### src/mi_pkg.sv
package mi_pkg;

	localparam logic OP_GIVEN = 1'b0;
	localparam logic OP_POW2  = 1'b1;

	typedef enum logic [2:0] {
		ST_IDLE,
		ST_TEST,
		ST_ALIGN,
		ST_SUB,
		ST_NEXT,
		ST_DONE
	} mi_state_t;

	typedef enum logic {
		MODE_ALIGN,
		MODE_SUB
	} mi_mode_t;

endpackage

### src/mi_if.sv
interface mi_in_if #(parameter int WORD_BITS = 32);
	logic                 valid;
	logic                 ready;
	logic                 opcode;
	logic [WORD_BITS-1:0] value;
	logic [WORD_BITS-1:0] modulus;

	modport source (output valid, output opcode, output value, output modulus, input ready);
	modport sink   (input valid, input opcode, input value, input modulus, output ready);
endinterface

interface mi_out_if #(parameter int WORD_BITS = 32);
	logic                 valid;
	logic                 ready;
	logic [WORD_BITS-1:0] inverse;
	logic                 valid_res;

	modport source (output valid, output inverse, output valid_res, input ready);
	modport sink   (input valid, input inverse, input valid_res, output ready);
endinterface

### src/modular_inverse_unit.sv
// Modular inverse by Euclid's algorithm with continuants. A transfer on in_ch carries
// opcode, value and modulus; opcode OP_GIVEN inverts modulo the given modulus, OP_POW2
// modulo 2^WORD_BITS. One result per item on out_ch: the inverse in 0 .. modulus-1 with
// valid_res 1, or zero with valid_res 0 when the value is zero, not below the modulus
// under OP_GIVEN, even under OP_POW2, or shares a factor with the modulus. One item at a
// time: in_ch is ready only between items. Each quotient step runs on one shared
// compare-subtract unit, one quotient bit per cycle. An item flagged at once goes from
// ST_IDLE straight to ST_DONE. in_ch is ready again as the result appears.
module modular_inverse_unit #(
	parameter int WORD_BITS = 32
) (
	input  logic     clk,
	input  logic     arst_n,
	mi_in_if.sink    in_ch,
	mi_out_if.source out_ch
);
	import mi_pkg::*;

	mi_state_t state_q;
	mi_state_t state_nxt;

	logic                 op_q;
	logic                 ok_q;
	logic                 parity_q;
	logic [WORD_BITS-1:0] modulus_q;
	logic [WORD_BITS:0]   r0_q;
	logic [WORD_BITS-1:0] r1_q;
	logic [WORD_BITS:0]   d_q;
	logic [WORD_BITS-1:0] acc_q;
	logic [WORD_BITS-1:0] ps1_q;
	logic [WORD_BITS-1:0] ps2_q;

	logic                 out_valid_q;
	logic [WORD_BITS-1:0] inverse_q;
	logic                 valid_res_q;

	mi_mode_t             mode;
	logic                 hit;
	logic [WORD_BITS:0]   rem_nxt;
	logic [WORD_BITS-1:0] acc_nxt;

	logic                 accept;
	logic                 in_ok;
	logic                 load_out;
	logic                 good;
	logic [WORD_BITS-1:0] neg;
	logic [WORD_BITS-1:0] inv_raw;
	logic [WORD_BITS-1:0] inv;

	assign mode = (state_q == ST_ALIGN) ? MODE_ALIGN : MODE_SUB;

	mi_step_unit #(.WORD_BITS(WORD_BITS)) u_step (
		.mode    (mode),
		.rem     (r0_q),
		.div     (d_q),
		.acc     (acc_q),
		.ps1     (ps1_q),
		.hit     (hit),
		.rem_nxt (rem_nxt),
		.acc_nxt (acc_nxt)
	);

	assign in_ch.ready = (state_q == ST_IDLE);
	assign accept      = in_ch.valid && in_ch.ready;

	always_comb begin
		in_ok = (in_ch.value != '0);
		if (in_ch.opcode == OP_GIVEN) begin
			in_ok = in_ok && (in_ch.value < in_ch.modulus);
		end else begin
			in_ok = in_ok && in_ch.value[0];
		end
	end

	always_comb begin
		if (op_q == OP_GIVEN) begin
			neg = modulus_q - ps1_q;
		end else begin
			neg = '0 - ps1_q;
		end
		inv_raw = parity_q ? neg : ps1_q;
		if (op_q == OP_GIVEN && inv_raw >= modulus_q) begin
			inv = '0;
		end else begin
			inv = inv_raw;
		end
		good = ok_q && (r1_q == {{(WORD_BITS-1){1'b0}}, 1'b1});
	end

	assign load_out = (state_q == ST_DONE) && (!out_valid_q || out_ch.ready);

	always_ff @(posedge clk or negedge arst_n) begin
		if (!arst_n) begin
			state_q <= ST_IDLE;
		end else begin
			state_q <= state_nxt;
		end
	end

	always_comb begin
		state_nxt = state_q;
		unique case (state_q)
			ST_IDLE: begin
				if (accept) begin
					state_nxt = in_ok ? ST_TEST : ST_DONE;
				end
			end
			ST_TEST: begin
				if (r1_q > {{(WORD_BITS-1){1'b0}}, 1'b1}) begin
					state_nxt = ST_ALIGN;
				end else begin
					state_nxt = ST_DONE;
				end
			end
			ST_ALIGN: begin
				if (!hit) begin
					state_nxt = ST_SUB;
				end
			end
			ST_SUB: begin
				if (d_q == {1'b0, r1_q}) begin
					state_nxt = ST_NEXT;
				end
			end
			ST_NEXT: state_nxt = ST_TEST;
			ST_DONE: begin
				if (load_out) begin
					state_nxt = ST_IDLE;
				end
			end
			default: state_nxt = ST_IDLE;
		endcase
	end

	always_ff @(posedge clk) begin
		case (state_q)
			ST_IDLE: begin
				if (accept) begin
					op_q      <= in_ch.opcode;
					ok_q      <= in_ok;
					modulus_q <= in_ch.modulus;
					r1_q      <= in_ch.value;
					ps1_q     <= {{(WORD_BITS-1){1'b0}}, 1'b1};
					ps2_q     <= '0;
					parity_q  <= 1'b0;
					if (in_ch.opcode == OP_POW2) begin
						r0_q <= {1'b1, {WORD_BITS{1'b0}}};
					end else begin
						r0_q <= {1'b0, in_ch.modulus};
					end
				end
			end
			ST_TEST: begin
				d_q   <= {1'b0, r1_q};
				acc_q <= '0;
			end
			ST_ALIGN: begin
				if (hit) begin
					d_q <= {d_q[WORD_BITS-1:0], 1'b0};
				end
			end
			ST_SUB: begin
				if (hit) begin
					r0_q <= rem_nxt;
				end
				acc_q <= acc_nxt;
				d_q   <= {1'b0, d_q[WORD_BITS:1]};
			end
			ST_NEXT: begin
				ps1_q    <= acc_q + ps2_q;
				ps2_q    <= ps1_q;
				parity_q <= ~parity_q;
				r0_q     <= {1'b0, r1_q};
				r1_q     <= r0_q[WORD_BITS-1:0];
			end
			default: begin
			end
		endcase
	end

	always_ff @(posedge clk or negedge arst_n) begin
		if (!arst_n) begin
			out_valid_q <= 1'b0;
		end else if (load_out) begin
			out_valid_q <= 1'b1;
		end else if (out_ch.ready) begin
			out_valid_q <= 1'b0;
		end
	end

	always_ff @(posedge clk) begin
		if (load_out) begin
			inverse_q   <= good ? inv : '0;
			valid_res_q <= good;
		end
	end

	assign out_ch.valid     = out_valid_q;
	assign out_ch.inverse   = inverse_q;
	assign out_ch.valid_res = valid_res_q;

endmodule

### src/mi_step_unit.sv
module mi_step_unit #(
	parameter int WORD_BITS = 32
) (
	input  mi_pkg::mi_mode_t     mode,
	input  logic [WORD_BITS:0]   rem,
	input  logic [WORD_BITS:0]   div,
	input  logic [WORD_BITS-1:0] acc,
	input  logic [WORD_BITS-1:0] ps1,
	output logic                 hit,
	output logic [WORD_BITS:0]   rem_nxt,
	output logic [WORD_BITS-1:0] acc_nxt
);
	import mi_pkg::*;

	logic [WORD_BITS+1:0] cmp_b;

	always_comb begin
		if (mode == MODE_ALIGN) begin
			cmp_b = {div, 1'b0};
		end else begin
			cmp_b = {1'b0, div};
		end
		hit     = ({1'b0, rem} >= cmp_b);
		rem_nxt = rem - div;
		acc_nxt = {acc[WORD_BITS-2:0], 1'b0} + (hit ? ps1 : {WORD_BITS{1'b0}});
	end

endmodule

### src/flat_wrapper.sv
// flat-port wrapper written by rule: the top's interface ports become plain ports
module modular_inverse_unit_flat import mi_pkg::*;
#(
	parameter int WORD_BITS = 32
)
  (clk, arst_n, in_ch_valid, in_ch_opcode, in_ch_value, in_ch_modulus, in_ch_ready, out_ch_valid, out_ch_inverse, out_ch_valid_res, out_ch_ready);
  mi_in_if #(.WORD_BITS(WORD_BITS)) in_ch_i ();
  mi_out_if #(.WORD_BITS(WORD_BITS)) out_ch_i ();
  input  logic clk;
  input  logic arst_n;
  input wire logic [$bits(in_ch_i.valid)-1:0] in_ch_valid;
  input wire logic [$bits(in_ch_i.opcode)-1:0] in_ch_opcode;
  input wire logic [$bits(in_ch_i.value)-1:0] in_ch_value;
  input wire logic [$bits(in_ch_i.modulus)-1:0] in_ch_modulus;
  output wire logic [$bits(in_ch_i.ready)-1:0] in_ch_ready;
  output wire logic [$bits(out_ch_i.valid)-1:0] out_ch_valid;
  output wire logic [$bits(out_ch_i.inverse)-1:0] out_ch_inverse;
  output wire logic [$bits(out_ch_i.valid_res)-1:0] out_ch_valid_res;
  input wire logic [$bits(out_ch_i.ready)-1:0] out_ch_ready;
  assign in_ch_i.valid = in_ch_valid;
  assign in_ch_i.opcode = in_ch_opcode;
  assign in_ch_i.value = in_ch_value;
  assign in_ch_i.modulus = in_ch_modulus;
  assign in_ch_ready = in_ch_i.ready;
  assign out_ch_valid = out_ch_i.valid;
  assign out_ch_inverse = out_ch_i.inverse;
  assign out_ch_valid_res = out_ch_i.valid_res;
  assign out_ch_i.ready = out_ch_ready;
  modular_inverse_unit #(.WORD_BITS(WORD_BITS)) u_core (.clk(clk), .arst_n(arst_n), .in_ch(in_ch_i), .out_ch(out_ch_i));
endmodule
### config.mk
export PLATFORM = sky130hd
export DESIGN_NAME = modular_inverse_unit_flat
export DESIGN_NICKNAME = d
export VERILOG_FILES = /design/src/mi_pkg.sv /design/src/mi_if.sv /design/src/modular_inverse_unit.sv /design/src/mi_step_unit.sv /design/src/flat_wrapper.sv
export SDC_FILE = /design/constraint.sdc
export NUM_CORES = 1
export LEC_CHECK = 0
export BUFFER_PORTS_ARGS = -buffer_cell sky130_fd_sc_hd__clkbuf_2
export CORE_AREA = 5 5 191 193
export DETAILED_ROUTE_END_ITERATION = 16
export DIE_AREA = 0 0 196 198
export PLACE_DENSITY_LB_ADDON = 0.2
export RECOVER_POWER = 25
export SYNTH_ARGS = -nofsm -noshare
export SYNTH_HDL_FRONTEND = slang
export SYNTH_SLANG_ARGS = --single-unit
### constraint.sdc
create_clock -name clk -period 9.6 [get_ports clk]
set_input_delay 1.92 -clock clk [delete_from_list [all_inputs] [get_ports clk]]
set_output_delay 1.92 -clock clk [all_outputs]
set_load 0.05 [all_outputs]
# Yosys cells after proc, flatten, opt, wreduce, memory -nomap -nowiden

Cells that the tools add are included.
W data, S select, Z words.

Register bits: 266
Bits of input ports: 69
Word-level logic and storage cells: 89

Add/subtract/negate cells: 5
Magnitude comparators: 4
Equal/unequal tests: 13
Multiplexer cells: 29
Bitwise operators: 3
Reduce and logical (&&, ||, !) cells: 21

Operators with widths:

| operator                | count |
|---|---|
| $pmux W32 S2            | 4 |
| $pmux W33 S3            | 2 |
| $mux W32                | 6 |
| $mux W33                | 4 |
| $add A32 B32 Y32        | 2 |
| $ge A33 B34 Y1          | 1 |
| $mux W34                | 1 |
| $eq A33 B32 Y1          | 1 |
| $sub A33 B33 Y33        | 1 |
| $eq A32 B1 Y1 const B   | 1 |
| $ge A32 B32 Y1          | 1 |
| $gt A32 B1 Y1 const B   | 1 |
| $lt A32 B32 Y1          | 1 |
| $reduce_bool A32 Y1     | 1 |
| $sub A1 B32 Y32 const A | 1 |
| $sub A32 B32 Y32        | 1 |
| $mux W3                 | 6 |
| $pmux W3 S6             | 1 |
| $ne A2 B1 Y1 const B    | 4 |
| $eq A3 B2 Y1 const B    | 2 |
| $eq A3 B3 Y1 const B    | 2 |
| $logic_and A1 B1 Y1     | 6 |
| $reduce_and A2 Y1       | 3 |
| $reduce_bool A2 Y1      | 3 |
| other kinds (12)        | 19 |

# Longest topological paths before layout

Depth in word-level cells: 6
Mapped depth: 26
Depth with buffers taken out: 24

# Cells and area by module

Synthesis repeated with hierarchy kept, for this count alone.

Cell total of the unflattened synthesis: 2208
Area, all modules: 20886.3 um2

By module, submodules not included:

| module               | times used | cells each | area each (um2) |
|---|---|---|---|
| modular_inverse_unit | 1          | 1574       | 16269.4 |
| mi_step_unit         | 1          | 634        | 4616.9 |

# Worst setup path after synthesis

No wires, ideal clock.

Path type: flip-flop to flip-flop
Start point: register u_core.state_q[1]
End point: register u_core.acc_q[29], data pin
Data arrival time: 5.363 ns
Data required time: 9.345 ns
Setup slack: 3.982 ns
Stages on the path, launching flop included: 27
Path buffers: 3
Period minus slack after synthesis: 5.618 ns
Cells stage by stage: dfrtp_1 > nand2b_1 > nand2b_1 > clkbuf_1 > clkbuf_1 > mux2i_1 > ha_1 > nand4_1 > nor4_1 > nand2_1 > o22ai_1 > o21ai_0 > a22oi_1 > clkbuf_1 > and2_1 > ha_1 > inv_1 > fa_1 > nor2b_1 > o211ai_1 > a31o_2 > o21ai_1 > a211oi_2 > o21a_1 > o211ai_1 > a211oi_1 > a31o_1

Word-level cells in the longest chain between the ends: 6

Ends and longest elaborated chain:

| element                  | line                        | source |
|---|---|---|
| start: declaration       | modular_inverse_unit.sv:19  | `mi_state_t state_q;` |
| start signal: assignment | modular_inverse_unit.sv:96  | `state_q <= state_nxt;` |
| $eq A3 B2 Y1             | modular_inverse_unit.sv:50  | `assign mode = (state_q == ST_ALIGN) ? MODE_ALIGN : MODE_SUB;` |
| $mux W34                 | mi_step_unit.sv:18          | `if (mode == MODE_ALIGN) begin` |
| $ge A33 B34 Y1           | mi_step_unit.sv:23          | `hit = ({1'b0, rem} >= cmp_b);` |
| $mux W32                 | mi_step_unit.sv:25          | `acc_nxt = {acc[WORD_BITS-2:0], 1'b0} + (hit ? ps1 : {WORD_BITS{1'b0}});` |
| $add A32 B32 Y32         | mi_step_unit.sv:25          |  |
| $pmux W32 S2 *           | modular_inverse_unit.sv:136 | `case (state_q)` |
| end signal: assignment   | modular_inverse_unit.sv:166 | `acc_q <= acc_nxt;` |
| end: declaration         | modular_inverse_unit.sv:29  | `logic [WORD_BITS-1:0] acc_q;` |

Mark *: on every way between the ends. The rest lies on a longest branch, timed or not.
A chain may end at the register's enable or synchronous reset.

# Final worst setup path

Start point: register u_core.state_q[0]
End point: register u_core.acc_q[29], data pin

The elaborated chain is that of the path after synthesis.

==> metrics.csv <==
stage,metric,value,unit
status,outcome,finished with violations,
status,violations,"capacitance limit, slew limit",
clocking,cts_buffer_depth,3,
route,vias_per_cell,6.22,
synth,synth_area_leaders,"edfxtp_1 38%, ha_1 13%, nand2_1 4.1%",
setup_path,crit_family,compound AO/OA/AOI/OAI gates,
synth,synth.ff_latch_count,266,
pwr,internal_power,4.88,mW
floorplanning,dieHeight,198,µm
global_route,grt_pass1_wl,90900,µm
synth,yosysTopAreaCell,edfxtp_1,
timing,tightestPinTransition,2370,ps
finish,nets,2559,
synth,synth_edf_count,262,
clocking,cts.sinks,266,
synth,ys_seq_area_share,38.8,%
clocking,cts_max_level,1,
timing,fin_ws,1130,ps
timing,post-route-period-util,88.2,%
synth,yosys_warnings,0,
placed_design,place_inst,2688,
timing,rsz0062_at_grt,no,
clocking,cts_setup_buffers,0,
timing,slew_viol_final,151,
clocking,path_clk_slew,60,ps
pwr,power_density,409,nW/µm²
route,avgRoutedWirePerCell,21.3,µm
route,wirelength,58300,µm
synth,synth_flop_cell,edfxtp_1,
floorplanning,die-area,38800,µm²
finish,stdcell_count,2745,
pwr,p_seq_share,26.0,%
global_route,gr-total-overflow,0,
synth,syn_inst,2183,
clocking,ctsResizeCount,0,
synth,async_reset_ff_share,1.50,%
synth,syn_area,20500,µm²
setup_path,endpoint_kind,flop,
route,drtAntennaViolNets,0,
pwr,p_switching,4.33,mW
finish,syn2layout_area_growth,9.74,%
floorplanning,core,34400,µm²
placed_design,place_worst_setup_slack,1870,ps
pwr,power_frac_comb,60.3,%
setup_path,cp_max_fo,40,
synth,yosysTopAreaCellShare,38.3,%
placed_design,gp_congestion,0.940,
synth,syn_avg_cell_area,9.40,µm²
timing,max_clock_freq,0.118,GHz
clocking,cts_hold_buffers,0,
flow_run,cap_violations,4,
setup_path,cp_cell_sequence,"inv_1, nand2b_2, mux2i_1, ha_1, nand4_1, nor4_1, nand2_1, o22ai_1, o21ai_0, a22oi_2, and2_1, ha_1, inv_1, fa_1, nor2b_1, o211ai_1, a31o_2, o21ai_1, a211oi_2, o21a_1, o211ai_1, a211oi_1, a31o_1",
timing,period_minus_slack,8470,ps
route,drt-initial-drc-count,1434,
timing,relSlewSlack,-58.1,%
synth,synth_fp_nets,2476,
pwr,p_leak,10.1,nW
timing,clock_skew,26.1,ps
floorplanning,dieWidth,196,µm
global_route,gr-usage-all-layers,29.4,%
setup_path,slowest_stage,dfrtp_1,
setup_path,crit_path_max_incr_delay,1700,ps
global_route,grt_antenna_before_repair,1,
finish,final_core_util,65.5,%
global_route,grt_start_max_net_pins,67,
synth,synth_cell_types,75,
setup_path,cp_num_buf_inv,2,
setup_path,arrival,8790,ps
floorplanning,start_util,59.7,%
clocking,clock_insertion_delay_worst_skew,590,ps
timing,hold_violations,0,
route,drtPass1Iterations,6,
global_route,grt_pass1_vias,16958,
finish,fillers,2918,
setup_path,crit_required,9930,ps
placed_design,post-dp-hpwl,43800,µm
finish,design_area,22500,µm²
timing,fin_setup_tns,0,ps
clocking,clockRootBuffer,clkbuf_16,
route,drc_errors,0,
placed_design,post_dp_cell_area,21500,µm²
pwr,worst_ir_drop_vdd,0.000231,V
setup_path,crit_type,reg -> reg,
pwr,swShare,47.1,%
placed_design,portBuffers,103,
min_path,min_path_type,reg -> reg,
route,via_count,17075,
timing,hold_slack,614,ps
pwr,clockPowerShare,13.7,%
floorplanning,io_pins,104,
clocking,cts_tree,built,
finish,drive_gt1_share,6.90,%
pwr,design_power_total,9.21,mW
timing,setup_violations,0,
floorplanning,rows,68,
finish,diodes,0,
clocking,cts_inserted_buffers,31,
setup_path,start_kind,flop,
layout by cell type (no fill, tap or decap), types with 21 or more instances in the layout:
master and instances:
nand4_1 28, mux2i_1 76, clkbuf_16 31, o21a_1 25
nand3_1 31, xnor2_1 52, nor2_1 180, inv_1 166
ha_1 220, nor4_1 29, clkbuf_2 69, o21ai_0 125
nand2_1 224, clkbuf_1 39, o21ai_1 21, xor2_1 75
nor3_1 27, a22oi_1 23, and2_1 37, a21o_1 69
nor2b_1 45, nand2b_1 22, edfxtp_1 262, a21oi_1 148
sequential cells by signal, summed over array words and instances (netlist names):
signal / count
u_core.ps2_q: 32
u_core.modulus_q: 32
u_core.ps1_q: 32
u_core.ok_q: 1
u_core.acc_q: 32
u_core.out_ch.inverse: 32
u_core.r0_q: 33
u_core.parity_q: 1
u_core.state_q: 3
u_core.op_q: 1
u_core.out_ch.valid_res: 1
u_core.r1_q: 32
u_core.out_ch.valid: 1
u_core.d_q: 33
path summary, 6_finish.rpt:
path	startpoint	to	slack, ps	cells after the start
worst max register to register	u_core.state_q[0]	u_core.acc_q[29]	1130	23
worst min register to register	u_core.r0_q[16]	u_core.r1_q[16]	610	2
worst min-delay path	u_core.r0_q[16]	u_core.r1_q[16]	610	2
worst max-delay path	u_core.state_q[0]	u_core.acc_q[29]	1130	23
max in group asynchronous	arst_n	u_core.out_ch.valid	8230	1
min in group asynchronous	arst_n	u_core.state_q[2]	1160	1
layer usage:
metal  part of all wire [%]  wire length (µm)  global-route usage (%)  vias to the layer above
li1                       -                 -                       -                     8152
met1                     41             23900                    37.2                     8136
met2                     48             28100                    50.8                      622
met3                    5.9              3450                    3.98                      163
met4                    4.9              2840                    12.5                        2
met5                  0.022                13                       0                        -
power by group through the flow:
stage               logic, mW  registers, mW  clock network [mW]
finish                   5.56           2.39                1.26
global placement         5.27           2.39                   0
detailed placement       5.45           2.39                   0
floorplan                4.21           2.21                   0
CTS                      5.49           2.37                1.28
global route             6.16           2.42                1.33
final cells by class:
| type | count | area, µm² | area share (%) |
|---|---|---|---|
| clock buffers | 34 | 787 | 3.49 |
| clock inverters | 23 | 278 | 1.23 |
| inverters | 166 | 623 | 2.77 |
| multi-input cells | 1684 | 11700 | 52.1 |
| flip-flops and latches | 266 | 7970 | 35.4 |
| well taps | 455 | 569 | 2.53 |
| repair buffers | 117 | 571 | 2.53 |
cell families (layout without fill, tap and decap cells):
family          Yosys count  in the layout  synth area share, %
xor+xnor                128            128                 5.53
buf+inv                 233            340                 4.26
mux                      78             78                 3.82
compound gates          566            566                 17.9
flops                   266            266                 38.8
fa+ha+maj               224            224                 13.8
simple gates            688            688                 15.9
worst register-to-register path: stages (launching register included):
cell and delay [ps]:
dfrtp_1 1700, inv_1 560, nand2b_2 930, mux2i_1 210
ha_1 340, nand4_1 160, nor4_1 620, nand2_1 110
o22ai_1 180, o21ai_0 130, a22oi_2 380, and2_1 190
ha_1 160, inv_1 50, fa_1 380, nor2b_1 270
o211ai_1 160, a31o_2 250, o21ai_1 390, a211oi_2 200
o21a_1 230, o211ai_1 240, a211oi_1 120, a31o_1 210
cells in the mapped netlist, drive strengths merged, types with 31 or more instances:
| cell | count |
|---|---|
| nor2b | 46 |
| xor2 | 75 |
| xnor2 | 52 |
| ha | 220 |
| nand3 | 31 |
| nor2 | 181 |
| inv | 166 |
| nand2 | 225 |
| edfxtp | 262 |
| and2 | 40 |
| a21oi | 149 |
| o21ai | 147 |
| mux2i | 76 |
| a21o | 69 |
| clkbuf | 56 |
Note: power is estimated with default switching activity, not from simulation.
